===== src/design/gfd_pkg.sv =====
// ----------------------------------------------------------------------------
// GPS frame decoder package
// Shared types, constants and character helpers for the position frame decoder.
// ----------------------------------------------------------------------------
package gfd_pkg;

    localparam int FRAME_LEN     = 13;
    localparam int SEXTET_COUNT  = FRAME_LEN - 2;
    localparam int FIELD_BITS    = 6 * SEXTET_COUNT;
    localparam int POS_W         = 4;

    localparam logic [POS_W-1:0] POS_IDLE = POS_W'(0);
    localparam logic [POS_W-1:0] POS_LAST = POS_W'(FRAME_LEN - 1);

    localparam logic [7:0] HEADER_RESET = 8'h24;
    localparam logic [7:0] CHAR_AMP     = 8'h26;
    localparam logic [7:0] CHAR_SLASH   = 8'h2F;
    localparam logic [7:0] CHAR_NUL     = 8'h00;

    typedef enum logic [1:0] {
        STATUS_GOOD     = 2'd0,
        STATUS_HEADER   = 2'd1,
        STATUS_CHECKSUM = 2'd2
    } status_t;

    typedef struct packed {
        logic [7:0] ch;
        logic       frame_start;
    } char_t;

    typedef struct packed {
        status_t     status;
        logic [7:0]  lat_deg;
        logic [7:0]  lat_min;
        logic [15:0] lat_dmin;
        logic        lat_north;
        logic [7:0]  lon_deg;
        logic [7:0]  lon_min;
        logic [15:0] lon_dmin;
        logic        lon_east;
    } fix_t;

    // One beat handed from the input register to the frame logic
    typedef struct packed {
        logic  step;
        char_t item;
    } gfd_step_t;

    typedef struct packed {
        logic last;
        fix_t fix;
    } gfd_rsp_t;

    function automatic logic [5:0] digit_value(input logic [7:0] c);
        logic [5:0] v;
        begin
            if (c >= 8'h41 && c <= 8'h5A)
                v = 6'(c - 8'h41);
            else if (c >= 8'h61 && c <= 8'h7A)
                v = 6'(c - 8'h61 + 8'd26);
            else if (c >= 8'h30 && c <= 8'h39)
                v = 6'(c - 8'h30 + 8'd52);
            else if (c == CHAR_AMP)
                v = 6'd62;
            else
                v = 6'd63;
            return v;
        end
    endfunction

    function automatic logic [7:0] digit_char(input logic [5:0] v);
        logic [7:0] c;
        begin
            if (v <= 6'd25)
                c = 8'h41 + {2'b00, v};
            else if (v <= 6'd51)
                c = 8'h61 + {2'b00, v} - 8'd26;
            else if (v <= 6'd61)
                c = 8'h30 + {2'b00, v} - 8'd52;
            else if (v == 6'd62)
                c = CHAR_AMP;
            else
                c = CHAR_SLASH;
            return c;
        end
    endfunction

    // Odd bits weigh 2, even bits weigh 3; max total is 20
    function automatic logic [4:0] char_weight(input logic [7:0] c);
        logic [4:0] w;
        begin
            w = 5'd0;
            for (int i = 0; i < 4; i++) begin
                w = w + {3'b000, c[2*i+1], 1'b0} + (c[2*i] ? 5'd3 : 5'd0);
            end
            return w;
        end
    endfunction

endpackage


===== src/design/gfd_frame.sv =====
// ----------------------------------------------------------------------------
// GPS frame decoder: frame tracking
// Holds frame position, checksum and decoded sextets; builds the result.
// ----------------------------------------------------------------------------
module gfd_frame (
    input  logic              clk,
    input  logic              rst_n,
    input  logic [7:0]        header_char,
    input  gfd_pkg::gfd_step_t req,
    output gfd_pkg::gfd_rsp_t  rsp
);
    import gfd_pkg::*;

    logic [POS_W-1:0]      pos_reg, pos_next;
    logic [5:0]            sum_reg, sum_next;
    logic                  stopped_reg, stopped_next;
    logic                  hdr_good_reg, hdr_good_next;
    logic [FIELD_BITS-1:0] sextet_reg, sextet_next;

    logic [7:0] c;
    logic [5:0] add_sum;
    logic       in_frame;
    logic       frame_last;
    fix_t       fix_comb;

    assign c        = req.item.ch;
    assign in_frame = (pos_reg != POS_IDLE) && (pos_reg <= POS_LAST);
    assign add_sum  = sum_reg + {1'b0, char_weight(c)};

    assign frame_last = !req.item.frame_start && (pos_reg == POS_LAST);
    assign rsp        = {frame_last, fix_comb};

    always_comb
    begin
        pos_next      = pos_reg;
        sum_next      = sum_reg;
        stopped_next  = stopped_reg;
        hdr_good_next = hdr_good_reg;
        sextet_next   = sextet_reg;
        if (req.step) begin
            if (req.item.frame_start) begin
                hdr_good_next = (c == header_char);
                stopped_next  = (c == CHAR_NUL);
                sum_next      = (c == CHAR_NUL) ? 6'd0 : {1'b0, char_weight(c)};
                pos_next      = POS_W'(1);
            end else if (!in_frame || frame_last) begin
                pos_next = POS_IDLE;
            end else begin
                sextet_next = {sextet_reg[FIELD_BITS-7:0], digit_value(c)};
                if (!stopped_reg) begin
                    if (c == CHAR_NUL)
                        stopped_next = 1'b1;
                    else
                        sum_next = add_sum;
                end
                pos_next = pos_reg + POS_W'(1);
            end
        end
    end

    always_comb
    begin
        fix_comb = '0;
        if (!hdr_good_reg) begin
            fix_comb.status = STATUS_HEADER;
        end else if (digit_char(sum_reg) != c) begin
            fix_comb.status = STATUS_CHECKSUM;
        end else begin
            fix_comb.status    = STATUS_GOOD;
            fix_comb.lat_deg   = sextet_reg[65:58];
            fix_comb.lat_min   = sextet_reg[57:50];
            fix_comb.lat_dmin  = sextet_reg[49:34];
            fix_comb.lon_deg   = sextet_reg[33:26];
            fix_comb.lon_min   = sextet_reg[25:18];
            fix_comb.lon_dmin  = sextet_reg[17:2];
            fix_comb.lat_north = sextet_reg[1];
            fix_comb.lon_east  = sextet_reg[0];
        end
    end

    always_ff @(posedge clk or negedge rst_n)
    begin
        if (!rst_n) begin
            pos_reg      <= POS_IDLE;
            sum_reg      <= 6'd0;
            stopped_reg  <= 1'b0;
            hdr_good_reg <= 1'b0;
        end else begin
            pos_reg      <= pos_next;
            sum_reg      <= sum_next;
            stopped_reg  <= stopped_next;
            hdr_good_reg <= hdr_good_next;
        end
    end

    always_ff @(posedge clk)
    begin
        sextet_reg <= sextet_next;
    end

endmodule


===== src/design/gps_frame_decoder_top.sv =====
// ----------------------------------------------------------------------------
// GPS frame decoder top level
// Character stream in, one decoded position fix out per 13-character frame.
// ----------------------------------------------------------------------------
// Takes one character beat per clock. A character lands in an input register,
// is decoded and folded into the frame state when it leaves that register,
// and the checksum character of a frame produces one fix beat in the output
// register on that same edge, so the last character passes the input register
// and the output register before fix_valid rises. Throughput is one character
// per cycle; the input stalls only while a fix waits in a stalled output
// register and the held character would produce another fix.
// header_char may be written at any time the decoder is idle; cfg_ready is
// always high.
module gps_frame_decoder_top (
    input  logic           clk,
    input  logic           rst_n,
    input  logic           char_valid,
    output logic           char_stall,
    input  gfd_pkg::char_t char_data,
    output logic           fix_valid,
    input  logic           fix_stall,
    output gfd_pkg::fix_t  fix_data,
    input  logic           cfg_valid,
    output logic           cfg_ready,
    input  logic [7:0]     cfg_data
);
    import gfd_pkg::*;

    logic      s1_valid_reg, s1_valid_next;
    char_t     s1_data_reg;
    logic      out_valid_reg, out_valid_next;
    fix_t      out_data_reg;
    logic [7:0] header_reg;

    gfd_step_t req;
    gfd_rsp_t  rsp;
    logic      out_free;
    logic      s1_advance;

    assign cfg_ready  = 1'b1;
    assign out_free   = !out_valid_reg || !fix_stall;
    assign s1_advance = s1_valid_reg && (!rsp.last || out_free);
    assign char_stall = s1_valid_reg && !s1_advance;

    assign req = {s1_advance, s1_data_reg};

    gfd_frame u_frame (
        .clk         (clk),
        .rst_n       (rst_n),
        .header_char (header_reg),
        .req         (req),
        .rsp         (rsp)
    );

    always_comb
    begin
        s1_valid_next = s1_valid_reg;
        if (!char_stall)
            s1_valid_next = char_valid;
        out_valid_next = out_valid_reg;
        if (s1_advance && rsp.last)
            out_valid_next = 1'b1;
        else if (!fix_stall)
            out_valid_next = 1'b0;
    end

    always_ff @(posedge clk or negedge rst_n)
    begin
        if (!rst_n) begin
            s1_valid_reg  <= 1'b0;
            out_valid_reg <= 1'b0;
            header_reg    <= HEADER_RESET;
        end else begin
            s1_valid_reg  <= s1_valid_next;
            out_valid_reg <= out_valid_next;
            if (cfg_valid && cfg_ready)
                header_reg <= cfg_data;
        end
    end

    // Payload registers: load on accept, hold otherwise
    always_ff @(posedge clk)
    begin
        if (char_valid && !char_stall)
            s1_data_reg <= char_data;
        if (s1_advance && rsp.last)
            out_data_reg <= rsp.fix;
    end

    assign fix_valid = out_valid_reg;
    assign fix_data  = out_data_reg;

endmodule


===== config.mk =====
export PLATFORM = sky130hd
export DESIGN_NAME = gps_frame_decoder_top
export DESIGN_NICKNAME = d
export VERILOG_FILES = /design/src/design/gfd_pkg.sv /design/src/design/gfd_frame.sv /design/src/design/gps_frame_decoder_top.sv
export SDC_FILE = /design/constraint.sdc
export NUM_CORES = 1
export LEC_CHECK = 0
export BUFFER_PORTS_ARGS = -buffer_cell sky130_fd_sc_hd__buf_2
export CAP_MARGIN = 10
export CELL_PAD_IN_SITES_DETAIL_PLACEMENT = 0
export CELL_PAD_IN_SITES_GLOBAL_PLACEMENT = 2
export CORE_UTILIZATION = 30
export CTS_CLUSTER_DIAMETER = 200
export DETAILED_ROUTE_END_ITERATION = 8
export GPL_TIMING_DRIVEN = 0
export MAX_ROUTING_LAYER = met4
export PLACE_DENSITY_LB_ADDON = 0.08
export SYNTH_ARGS = -nofsm -noshare
export SYNTH_HDL_FRONTEND = slang
export SYNTH_SLANG_ARGS = --single-unit

===== constraint.sdc =====
create_clock -name clk -period 10.7 [get_ports clk]
set_input_delay 2.14 -clock clk [delete_from_list [all_inputs] [get_ports clk]]
set_output_delay 2.14 -clock clk [all_outputs]
set_load 0.05 [all_outputs]

# ---- Word-level counts from Yosys, hierarchy flattened
# Cells that the tools add are included.
dict set report word_totals {
  out_inout_bits 71
  elab_cells 113
  input_bits 22
  ff_bits 165
}
dict set report classes {
  n_bitwise 3
  muxes 27
  magnitude_cmp 10
  eq_ne 9
  n_reduce_logical 26
  n_addsub 19
}
# cell n
set op_table {}
lappend op_table {{$mux 6} 7}
lappend op_table {{$mux 8} 4}
lappend op_table {{$add 7x6->8 const A} 2}
lappend op_table {{$ge 8x7->1 const B} 2}
lappend op_table {{$le 8x7->1 const B} 2}
lappend op_table {{$add 5x2->5} 3}
lappend op_table {{$add 5x5->5} 3}
lappend op_table {{$le 6x6->1 const B} 2}
lappend op_table {{$mux 4} 3}
lappend op_table {{$sub 6x6->6 const B} 2}
lappend op_table {{$mux 2} 5}
lappend op_table {{$logic_and 1x1->1} 9}
lappend op_table {{$eq 8x6->1 const B} 1}
lappend op_table {{$eq 8x8->1} 1}
lappend op_table {{$ge 8x6->1 const B} 1}
lappend op_table {{$le 8x6->1 const B} 1}
lappend op_table {{$logic_not 8->1} 1}
lappend op_table {{$ne 8x8->1} 1}
lappend op_table {{$sub 8x5->8 const B} 1}
lappend op_table {{$sub 8x6->8 const B} 1}
lappend op_table {{$add 6x6->7 const A} 1}
lappend op_table {{$logic_not 1->1} 7}
lappend op_table {{$mux 1} 7}
lappend op_table {{$add 6x5->6} 1}
lappend op_table {{other kinds (19)} 26}

# ---- Depth between registers and ports, before layout
dict set report logic_depth {
  word_depth 13
  ltp_mapped 20
  ltp_nobuf 19
}

# ---- Modules after synthesis
# A second synthesis with hierarchy kept.
dict set report hier_totals {
  hier_cells 579
  area_unflattened_um2 8077.7
}
# module seq_area_each_um2 area_each_um2 n_inst cells_each
set modules_own_cells {}
lappend modules_own_cells {gfd_frame 2282.2 5321.4 1 471}
lappend modules_own_cells {gps_frame_decoder_top 2565.0 2756.4 1 108}

# ---- Least setup slack after synthesis
# No wires, ideal clock.
dict set report synth_path {
  kind {input port to flip-flop}
  start {in fix_stall}
  end {reg u_frame.pos_reg[2]}
  cell_stages 6
  path_slack_ns 2.598
  t_arrival_ns 8.002
  path_buffers 0
  setup_time_ns 0.100
  t_required_ns 10.600
  cell_sequence {nand2_1 -> o21ai_1 -> nor3b_1 -> nor2b_1 -> o21ai_0 -> o21ai_0}
}
dict set report synth_via {
  elab_chain_len 4
}
# element line_no
set synth_rtl {}
lappend synth_rtl {{start: declaration} gps_frame_decoder_top.sv:21} ;# input logic fix_stall,
lappend synth_rtl {{$logic_not 1->1} -}
lappend synth_rtl {{$logic_or 1x1->1} gps_frame_decoder_top.sv:41} ;# assign out_free = !out_valid_reg || !fix_stall;
lappend synth_rtl {{$logic_or 1x1->1} gps_frame_decoder_top.sv:42} ;# assign s1_advance = s1_valid_reg && (!rsp.last || out_free);
lappend synth_rtl {{$logic_and 1x1->1} gps_frame_decoder_top.sv:42}
lappend synth_rtl {{end signal: assignment} gfd_frame.sv:89} ;# pos_reg <= pos_next;
lappend synth_rtl {{end: declaration} gfd_frame.sv:14} ;# logic [POS_W-1:0] pos_reg, pos_next;
# No other way between the ends.
# A chain may end at the register's enable or synchronous reset.

# ---- Final worst setup path
dict set report layout_path {
  start {reg s1_data_reg, in the netlist req[1]}
  end {reg u_frame.sum_reg[4]}
}
dict set report layout_via {
  elab_chain_len 13
  word_cells_on_any_way 17
  classes_between {8 x add/sub; 1 x eq/ne; 6 x mux; 2 x reduce/logical}
}
# element line_no
set layout_rtl {}
lappend layout_rtl {{start: declaration} gps_frame_decoder_top.sv:30} ;# char_t s1_data_reg;
lappend layout_rtl {{start signal: assignment} gps_frame_decoder_top.sv:85} ;# s1_data_reg <= char_data;
lappend layout_rtl {{$mux 2} gfd_pkg.sv:94} ;# w = w + {3'b000, c[2*i+1], 1'b0} + (c[2*i] ? 5'd3 : 5'd0);
lappend layout_rtl {{$add 2x5->5} gfd_pkg.sv:94}
lappend layout_rtl {{$add 5x2->5} gfd_pkg.sv:94}
lappend layout_rtl {{$add 5x5->5} gfd_pkg.sv:94}
lappend layout_rtl {{$add 5x2->5} gfd_pkg.sv:94}
lappend layout_rtl {{$add 5x5->5} gfd_pkg.sv:94}
lappend layout_rtl {{$add 5x2->5} gfd_pkg.sv:94}
lappend layout_rtl {{$add 5x5->5} gfd_pkg.sv:94}
lappend layout_rtl {{$add 6x5->6} gfd_frame.sv:28} ;# assign add_sum = sum_reg + {1'b0, char_weight(c)};
lappend layout_rtl {{$mux 6} gfd_frame.sv:51} ;# if (c == CHAR_NUL)
lappend layout_rtl {{$mux 6} gfd_frame.sv:50} ;# if (!stopped_reg) begin
lappend layout_rtl {{$mux 6} gfd_frame.sv:46} ;# end else if (!in_frame || frame_last) begin
lappend layout_rtl {{$mux 6} gfd_frame.sv:41} ;# if (req.item.frame_start) begin
lappend layout_rtl {{end signal: assignment} gfd_frame.sv:90} ;# sum_reg <= sum_next;
lappend layout_rtl {{end: declaration} gfd_frame.sv:15} ;# logic [5:0] sum_reg, sum_next;
# Several ways; a longest one is shown, not always the timed one. The select of a mux whose other input is x is not followed.

==> results by group <==
Cells and area
  • Share of cells above drive strength 1: 26.2%
  • Final nets: 804
  • ANT cells: 0
  • Synth-to-Final Area Change: 20.2%
  • Max reg flops: 68
  • Most common cell after layout, fill and taps aside: edfxtp_1
  • Most frequent cells in the layout: 143 x edfxtp_1, 97 x buf_2, 90 x nand2_1

Pwr
  • Power density over the cells: 209 nW/um^2
  • Switch share: 35.1%
  • Internal: 1.29 mW
  • Pleak: 3.09 nW
  • Sequential Power Share: 39.8%
  • Switching Power: 697 uW
  • Clock network power share: 32.1%
  • Peak supply drop: 0.0983 mV
  • Comb pwr share: 28.1%
  • Design Power: 1.99 mW

Global route
  • Initial antenna violation count: 0
  • GRT Util Overall: 15.1%
  • Global-route wire length before repair: 29800 microns
  • Global route overflow: 0
  • Number of global-route vias before repair: 5284
  • Pin count of the biggest net entering global routing: 36

Timing
  • Final setup fails: 0
  • Fin. max-slew vios: 0
  • FMAX: 0.192 GHz
  • RSZ-0062 raised after global routing: false
  • Setup tns final: 0 ns
  • Final Hold Vio Count: 0
  • Crit share post-route: 48.8%
  • Worst clock skew: 0.0213 ns
  • Slew HR: 33.0%
  • Tightest Pin Transition: 1.00 ns
  • Period minus WS final: 5.22 ns
  • Final worst setup slack: 5.48 ns

Synth
  • Asr flop ratio synth: 13.3%
  • Largest area contributor in the netlist: edfxtp_1
  • Leading post-synthesis cells by cell area: edfxtp_1 54%, dfrtp_1 6.3%, ha_1 5.7%, nand2_1 4.3%, nor3_2 3.8%
  • Post-synth EDFFs: 143
  • Top cell type's share of synthesized area: 54.2%
  • Synth Area per Inst: 12.7 sq um
  • Flops & latches, synth: 165
  • Mapped Cells: 621
  • Sequential fraction of the synthesis area: 61.2%
  • Post-synthesis cell type count: 61
  • Yosys warns: 0
  • Main synth FF type: edfxtp_1
  • Synth Cell Area: 7920 sq um
  • Syn Nets: 687

Worst hold path
  • WHS Path Cells: 0
  • Hold crit path type: flop to flop
  • Min-delay src: u_frame.sextet_reg[42]$_DFFE_PP_
  • Hold path endpoint: u_frame.sextet_reg[48]$_DFFE_PP_

Clock tree
  • Cts bufs inserted: 17
  • CTS tree: yes
  • CTS Hold Bufs: 0
  • CTS Root Cell: clkbuf_16
  • Post_cts resized: 0
  • CTS H-Tree Depth: 4
  • Post-CTS Repair Setup Buffers: 0
  • Clk pin slew, worst setup/hold paths: 0.08 ns
  • Clk buf depth: 2
  • Clk sinks: 165
  • Worst skew pair latency: 0.44 ns

Die
  • Initial core utilization: 30.5%
  • IO Pins: 93
  • DIE AREA: 27000 sq um
  • Die H: 164 microns
  • Die W: 164 microns
  • Cell row count: 59
  • Core Box Area: 26000 sq um

Worst setup path
  • WP data arrival: 5.51 ns
  • Slowest-stage cell, CP: fa_1
  • Reg2Reg Setup Slack: 5.48 ns
  • Critical Path RT: 10.99 ns
  • WS Path Type: flop to flop
  • CP max stage delay: 0.55 ns
  • Setup crit start kind: flop
  • Worst-path fanout max: 7
  • Worst r2r src: req[1]$_DFFE_PP_
  • Critical R2R Capture: u_frame.sum_reg[4]$_DFFE_PN0P_
  • Critical Path Source: req[1]$_DFFE_PP_
  • R2r worst-path depth: 20
  • CP Cell Sequence: clkbuf_1 > inv_1 > ha_1 > fa_1 > fa_1 > inv_1 > fa_1 > inv_1 > ha_1 > o21a_1 > o21ai_0 > nand2b_1 > xnor2_1 > ha_1 > a21oi_1 > xor2_1 > nor2_1 > a31o_2 > nand2_1 > o21ai_0
  • Crit. End Element: flop

Detailed routing
  • Vias: 5103
  • Detail Route Antenna Nets: 0
  • Post-DR vias/cell: 4.70
  • Final wirelength: 18800 microns
  • DR DRC count: 0
  • DRT Pass-1 Iters: 5
  • DR iter-0 viols: 231
  • Routed len/inst: 17.3 microns

Placement
  • Dpl ws: 5.49 ns
  • GP Congestion: 0.805
  • Hpwl dp: 13700 microns
  • IO buf count: 90

Run status
  • Outcome: finished clean

Flow run
  • Maximum Capacitance Violations: 0
[cells in the mapped netlist, types with 2 or more instances]
master	number
nor2b_1	8
nand2_1	90
dfrtp_1	20
a31oi_1	5
nand3_1	12
o211ai_1	2
clkbuf_1	19
ha_1	36
a21o_1	4
buf_4	2
xnor2_1	23
nor3_2	30
o22ai_1	3
nor2_1	16
edfxtp_1	143
a22oi_1	4
nor3_1	40
xor2_1	4
a31o_2	2
a41oi_1	2
dfstp_2	2
o21a_1	4
or3_1	2
nand2b_1	3
nor3b_1	2
and2_1	3
buf_6	7
mux2_2	9
o31ai_1	2
a22o_1	2
o2bb2ai_1	2
nand4_1	7
fa_1	8
buf_2	6
a21oi_1	15
a211oi_1	4
o21ai_1	2
mux2i_1	2
o21ai_0	19
inv_1	32
o21bai_1	3
[through the flow]
step / hold slack [ns] / utilization, % / instances / area, sq um
after detailed placement: 0.435 / 34.2 / 1054 / 8900
after global routing: 0.467 / 36.6 / 1086 / 9520
final: 0.442 / 36.6 / 1086 / 9520
after CTS: 0.446 / 36.6 / 1086 / 9520
after floorplan: 0.427 / - / 621 / 7920
after global placement: 0.433 / 33.8 / 1046 / 8790
[worst max-delay path: cells and delay by family (launching register included)]
family          cells  cell delay (ns)
simple gates        3             0.19
xor+xnor            2             0.50
flops               1             0.47
buf+inv             4             0.69
compound gates      5             0.73
fa+ha+maj           6             2.51
[power by group through the flow]
stage,clock [mW],sequential [mW],combinational (mW)
final,0.639,0.791,0.559
after global routing,0.681,0.798,0.631
after CTS,0.655,0.790,0.569
after detailed placement,0,0.804,0.564
after global placement,0,0.809,0.549
after floorplan,0,0.785,0.434
[layer usage]
| layer | routed length [microns] | vias up | global-route usage (%) |
|---|---|---|---|
| li1 | - | 2475 | - |
| met1 | 9570 | 2511 | 21.2 |
| met2 | 8440 | 108 | 22.7 |
| met3 | 621 | 9 | 2.49 |
| met4 | 155 | 0 | 3.88 |
| met5 | 0 | - | - |
[worst max path at each step]
stage                                                end  slack (ns)
final                     u_frame.sum_reg[4]$_DFFE_PN0P_        5.48
after global routing      u_frame.sum_reg[4]$_DFFE_PN0P_        5.16
after CTS                 u_frame.sum_reg[4]$_DFFE_PN0P_        5.46
after detailed placement  u_frame.sum_reg[4]$_DFFE_PN0P_        5.49
after global placement    u_frame.pos_reg[2]$_DFFE_PN0P_       -0.09
after floorplan           u_frame.pos_reg[2]$_DFFE_PN0P_        2.60
[logic make-up after synthesis]
logic type      synth area share, %
simple gates                   15.2
flops                          61.2
compound gates                 6.91
buf+inv                        4.03
fa+ha+maj                      7.71
xor+xnor                       2.99
mux                            1.86
other cells                  0.0474
[layout make-up]
cell class	instances	area, sq um
Clock buffer	17	425
Timing Repair Buffer	98	547
Inverter	32	120
Sequential cell	165	4850
Fill cell	2619	16500
Tap cell	335	419
Buffer	35	199
Clock inverter	15	196
Multi-Input combinational cell	389	2770
Power figures use the tool's default switching activity.
